==> config.mk <==
export PLATFORM = sky130hd
export DESIGN_NAME = ntamc_ctrl
export DESIGN_NICKNAME = d
export VERILOG_FILES = /design/src/rtl/core/ntamc_pkg.sv /design/src/rtl/core/ntamc_ctrl.sv
export SDC_FILE = /design/constraint.sdc
export NUM_CORES = 1
export LEC_CHECK = 0
export BUFFER_PORTS_ARGS = -buffer_cell sky130_fd_sc_hd__buf_2
export CAP_MARGIN = 25
export CORE_AREA = 8 8 45 47
export CTS_CLUSTER_SIZE = 28
export DETAILED_ROUTE_END_ITERATION = 8
export DIE_AREA = 0 0 53 55
export PLACE_DENSITY = 0.51
export SLEW_MARGIN = 25
export SYNTH_ARGS = -nofsm -noshare
export SYNTH_HDL_FRONTEND = slang
export SYNTH_SLANG_ARGS = --single-unit
==> constraint.sdc <==
create_clock -name clk -period 1.35 [get_ports clk]
set_clock_uncertainty 0.15 [all_clocks]
set_input_delay 0.0675 -clock clk [delete_from_list [all_inputs] [get_ports clk]]
set_output_delay 0.0675 -clock clk [all_outputs]
set_load 0.02 [all_outputs]
==> src/rtl/core/ntamc_pkg.sv <==
// ----------------------------------------------------------------------------
// ntamc_pkg
// Shared types and constants for the neighbor table with aging and master
// check.
// ----------------------------------------------------------------------------
package ntamc_pkg;

  localparam int TABLE_ENTRIES_DEF = 64;
  localparam int MAX_REPORTS       = 64;

  localparam logic [7:0] FMT_VERSION = 8'h02;
  localparam logic [7:0] RADIO_KIND  = 8'h01;
  localparam logic [7:0] MASTER_ON   = 8'h01;
  localparam logic [7:0] AGE_MAX     = 8'hFF;
  localparam logic [7:0] AGE_LIMIT_RST = 8'd3;

  // Configuration register indexes.
  localparam logic [2:0] R_NODE   = 3'd0;
  localparam logic [2:0] R_FREQ   = 3'd1;
  localparam logic [2:0] R_POWER  = 3'd2;
  localparam logic [2:0] R_MODE   = 3'd3;
  localparam logic [2:0] R_RATE   = 3'd4;
  localparam logic [2:0] R_MASTER = 3'd5;
  localparam logic [2:0] R_AGELIM = 3'd6;

  // Result kinds.
  localparam logic [1:0] KIND_STATUS = 2'd0;
  localparam logic [1:0] KIND_PEER   = 2'd1;
  localparam logic [1:0] KIND_EMPTY  = 2'd2;

  // Probe status codes.
  localparam logic [2:0] ST_UNCHANGED = 3'd0;
  localparam logic [2:0] ST_NEW       = 3'd1;
  localparam logic [2:0] ST_CHANGED   = 3'd2;
  localparam logic [2:0] ST_OWN       = 3'd3;
  localparam logic [2:0] ST_BADFMT    = 3'd4;
  localparam logic [2:0] ST_FULL      = 3'd5;

  // Peer report reasons.
  localparam logic [1:0] RS_OK       = 2'd0;
  localparam logic [1:0] RS_MISMATCH = 2'd1;
  localparam logic [1:0] RS_NOMASTER = 2'd2;
  localparam logic [1:0] RS_MULTI    = 2'd3;

  // Table walk phases.
  localparam logic [1:0] PH_SCAN = 2'd0;
  localparam logic [1:0] PH_AGE  = 2'd1;
  localparam logic [1:0] PH_RPT  = 2'd2;

  typedef struct packed {
    logic        operation;
    logic [7:0]  format_version;
    logic [7:0]  radio_kind;
    logic [7:0]  node_no;
    logic [31:0] peer_ip;
    logic [15:0] radio_freq;
    logic [7:0]  radio_power;
    logic [7:0]  work_mode;
    logic [7:0]  radio_rate;
    logic [7:0]  master_byte;
    logic [47:0] src_mac;
  } in_item_t;

  typedef struct packed {
    logic [1:0]  kind;
    logic [2:0]  probe_status;
    logic [7:0]  peer_node;
    logic [31:0] peer_address;
    logic        reachable;
    logic [1:0]  reason;
    logic        aged_out;
    logic        last;
  } out_item_t;

  typedef struct packed {
    logic [7:0]  node;
    logic [15:0] freq;
    logic [7:0]  power;
    logic [7:0]  mode;
    logic [7:0]  rate;
    logic [7:0]  master;
    logic [7:0]  age_limit;
  } cfg_t;

  typedef struct packed {
    logic [7:0]  node;
    logic [31:0] addr;
    logic [15:0] freq;
    logic [7:0]  power;
    logic [7:0]  mode;
    logic [7:0]  rate;
    logic [7:0]  master;
    logic [47:0] mac;
    logic [7:0]  age;
  } entry_t;

  typedef struct packed {
    logic       accept;
    logic       issue;
    logic [1:0] phase;
    logic       clr_idx;
    logic       emit_early;
    logic       pwrite;
    logic       rpt_fin;
  } dp_cmd_t;

  typedef struct packed {
    logic is_tick;
    logic fmt_bad;
    logic own;
    logic issue_done;
    logic pipe_busy;
    logic rpt_full;
  } dp_sts_t;

endpackage

==> src/rtl/core/ntamc_ctrl.sv <==
// ----------------------------------------------------------------------------
// ntamc_ctrl
// Sequencer: checks a probe, walks the table for lookup, aging and reports.
// ----------------------------------------------------------------------------
module ntamc_ctrl import ntamc_pkg::*; (
  input  logic    clk,
  input  logic    rst_n,
  input  logic    start,
  input  dp_sts_t sts,
  output dp_cmd_t cmd,
  output logic    busy
);

  localparam logic [2:0] S_IDLE = 3'd0;
  localparam logic [2:0] S_CHK  = 3'd1;
  localparam logic [2:0] S_SCAN = 3'd2;
  localparam logic [2:0] S_PWR  = 3'd3;
  localparam logic [2:0] S_AGE  = 3'd4;
  localparam logic [2:0] S_RPT  = 3'd5;
  localparam logic [2:0] S_RFIN = 3'd6;

  logic [2:0] state_r, state_nxt;

  // Next state and commands.
  always_comb begin
    state_nxt = state_r;
    cmd       = '0;
    cmd.phase = PH_SCAN;
    unique case (state_r)
      S_IDLE: begin
        if (start) begin
          cmd.accept = 1'b1;
          state_nxt  = S_CHK;
        end
      end
      S_CHK: begin
        if (sts.is_tick) begin
          state_nxt = S_AGE;
        end else if (sts.fmt_bad || sts.own) begin
          cmd.emit_early = 1'b1;
          state_nxt      = S_IDLE;
        end else begin
          state_nxt = S_SCAN;
        end
      end
      S_SCAN: begin
        cmd.issue = !sts.issue_done;
        if (sts.issue_done && !sts.pipe_busy) state_nxt = S_PWR;
      end
      S_PWR: begin
        cmd.pwrite = 1'b1;
        state_nxt  = S_IDLE;
      end
      S_AGE: begin
        cmd.phase = PH_AGE;
        cmd.issue = !sts.issue_done;
        if (sts.issue_done && !sts.pipe_busy) begin
          cmd.clr_idx = 1'b1;
          state_nxt   = S_RPT;
        end
      end
      S_RPT: begin
        cmd.phase = PH_RPT;
        cmd.issue = !sts.issue_done && !sts.rpt_full;
        if ((sts.issue_done || sts.rpt_full) && !sts.pipe_busy) state_nxt = S_RFIN;
      end
      S_RFIN: begin
        cmd.rpt_fin = 1'b1;
        state_nxt   = S_IDLE;
      end
      default: state_nxt = S_IDLE;
    endcase
  end

  always_ff @(posedge clk) begin
    if (!rst_n) begin
      state_r <= S_IDLE;
    end else begin
      state_r <= state_nxt;
    end
  end

  assign busy = state_r != S_IDLE;

endmodule
==> metrics.txt <==
outcome=finished with violations; failing checks=setup timing; FF-to-FF path depth=5; final core utilization=0.401; Net Sw Frac=0.462; max reg flops=3; share of layout cells above drive strength 1=0.692; DR pass1 iterations=2; Sw Pwr=0.000472 W; Setup WS pre-CTS=-0.0284 ns; CTS H-Tree Depth=1; GRT Total Usage=0.0835; combinational share of power=0.664; arrival time at the worst endpoint=1.20 ns; via count=401; Startpoint Class=flip-flop; count leader, synth=nor2_1; critical register-to-register path endpoint=state_r[1]$_SDFFE_PN0P_; Lkg Pwr=0.252 nW; Post-synth EDFFs=0; Top Registers=state_r: 3 flops; RSZ-0062 raised after global routing=yes; total CTS buffers=3; Slew @ Worst Pin=0.313 ns; Worst Setup EP=cmd[6]; Seq cells post-synth=3; final hold violation count=0; VDD IR max=0.537 mV; largest register by flop count=state_r; IO Pins=18; deepest clock path buffer count=2; CTS tree=built; crit share post-route=1.05; Die Area=0.00292 mm^2; Wirelength per Cell=12.9 um; Core ar.=0.00138 mm^2; Clk Latency, worst-skew pair=0.24 ns; Initial Utilization=0.225; sequential fraction of the synthesis area=0.193; max-cap violation count=0; syn_nets=48; Worst-path clk slew=0.04 ns; Area Growth Syn to Fin=78.3%; Finished Layout Cells=81; largest net degree at the start of global routing=9; pwr/cell area=1840 mW/mm^2; initial antenna violation count=0; vias in the first global route=421; Mean Syn Cell Area=7.99 um^2; grt total ovfl=0; # DRC=0; Tot Pwr=0.00102 W; relative slew slack=0.791; Crit Path Category=flip-flop to primary output; RR Startpoint=state_r[0]$_SDFFE_PN0P_; IO buf count=17; Final Routed Wirelength=1040 um; Pint=0.000549 W; Placer Congestion=0.753; root buf cell=clkbuf_4; WP data required=1.13 ns; PnR worst setup slack=-0.0643 ns; Tmin final=1.41 ns; n_diodes=0; HPWL after DPL=856 um; Routed Antenna Nets=0; Synth async-reset ratio=0; dpl cell area=439 um^2; Ys Warns=0; chip height=55 um; critical path fanouts, max=4; synth unique cells=21; predominant post-synthesis flop cell=dfxtp_1; fin nets=75; drt first-iter violations=4; power share of the sequential group=0.178; Synth area leader=dfxtp_1; Clk pwr share=0.158; setup violators final=6; post-route cell area=556 um^2; Fmax achieved=707 MHz; Worst Setup SP=state_r[1]$_SDFFE_PN0P_; first-pass GRT wire length=1820 um; die width=53 um; Clock Sinks=3; list of most frequent post-synthesis cells=6 x nor2_1, 5 x nor3_1, 3 x a21oi_1, 3 x buf_6, 3 x dfxtp_1; post-synthesis cell count=39; R2R Setup Slk=0 ns; worst min path class=input pin to flip-flop; dpl cells=75; synthesized area=312 um^2; top post-synthesis cells by area=dfxtp_1 19%, buf_6 11%, o221ai_4 8.4%, nor3_1 8.0%, nor2_1 7.2%; CP Capture Type=primary output; Vias/cell=4.95; FP Rows=14; max-slew violations=0; share of the synthesized area in the top cell type=0.193
## worst max-delay path, cell delays in order (launching register included)
cell and delay, ns:
dfxtp_2 0.31, buf_6 0.11, nand2b_4 0.15, a21oi_1 0.11, a21oi_1 0.05, nor2_1 0.08
buf_4 0.14
## cell families (layout without fill, tap and decap cells)
logic type	count (synthesis)	count (layout)	synth area share
buffers and inverters	6	32	0.145
AND/OR/NAND/NOR	17	17	0.273
flip-flops	3	3	0.193
multiplexers	1	1	0.0321
AO/OA/AOI/OAI	12	12	0.357
## layout make-up
type / count / area, um^2
clock buffer: 4 / 26.3
fill: 149 / 828
inverter: 3 / 13.8
multi-input combinational: 30 / 255
sequential: 3 / 66.3
tap: 16 / 20.0
timing repair buffer: 25 / 174
## layout by cell type (no fill, tap or decap), types with 2 or more instances in the layout
cell / count
buf_4: 10
nor2_1: 3
dfxtp_2: 2
nor2_4: 2
buf_2: 11
buf_6: 3
clkbuf_4: 3
and3_1: 2
nor3_1: 4
o21ai_2: 2
a21oi_1: 3
nor2_2: 2
## worst min path at each step
stage / from / endpoint / slack (ns) / cells past startpoint
3_5_place_dp: rst_n / state_r[0]$_SDFFE_PN0P_ / 0.18 / 3
3_3_place_gp: rst_n / state_r[0]$_SDFFE_PN0P_ / 0.19 / 3
2_1_floorplan: sts[5] / cmd[2] / 0.04 / 1
6_report: sts[5] / state_r[2]$_SDFFE_PN0P_ / 0.04 / 3
5_1_grt: sts[5] / state_r[2]$_SDFFE_PN0P_ / 0.07 / 3
4_1_cts: sts[5] / state_r[2]$_SDFFE_PN0P_ / 0.03 / 3
## stage by stage
step           hold slack, ns  setup TNS, ns
4_1_cts                0.0300         -0.460
2_1_floorplan          0.0360              0
3_5_place_dp            0.185        -0.0392
5_1_grt                0.0664         -0.815
3_3_place_gp            0.189        -0.0415
6_report               0.0364         -0.261
## power by group through the flow
stage                     registers (W)  logic (W)  clock network (W)
after global placement         0.000162   0.000575                  0
after global routing           0.000188   0.000733           0.000174
after CTS                      0.000175   0.000671           0.000164
after detailed placement       0.000165   0.000579                  0
after floorplan                0.000138   0.000451                  0
final                          0.000182   0.000678           0.000162
## routing by layer
| layer | global-route usage | routed length (um) |
|---|---|---|
| met2 | 0.156 | 541 |
| met3 | 0.0321 | 83 |
| met4 | 0.0517 | 12 |
| met1 | 0.0741 | 404 |
| met5 | 0 | 0 |
## timing repair
item                       in CTS  in global routing
hold endpoints to repair        3                  0
gates resized for setup        18                  5
hold buffers                    1                  0
setup endpoints to repair      11                 11
buffers inserted                1                  0
pin swaps                       2                  1
Note: power is estimated with default switching activity, not from simulation.
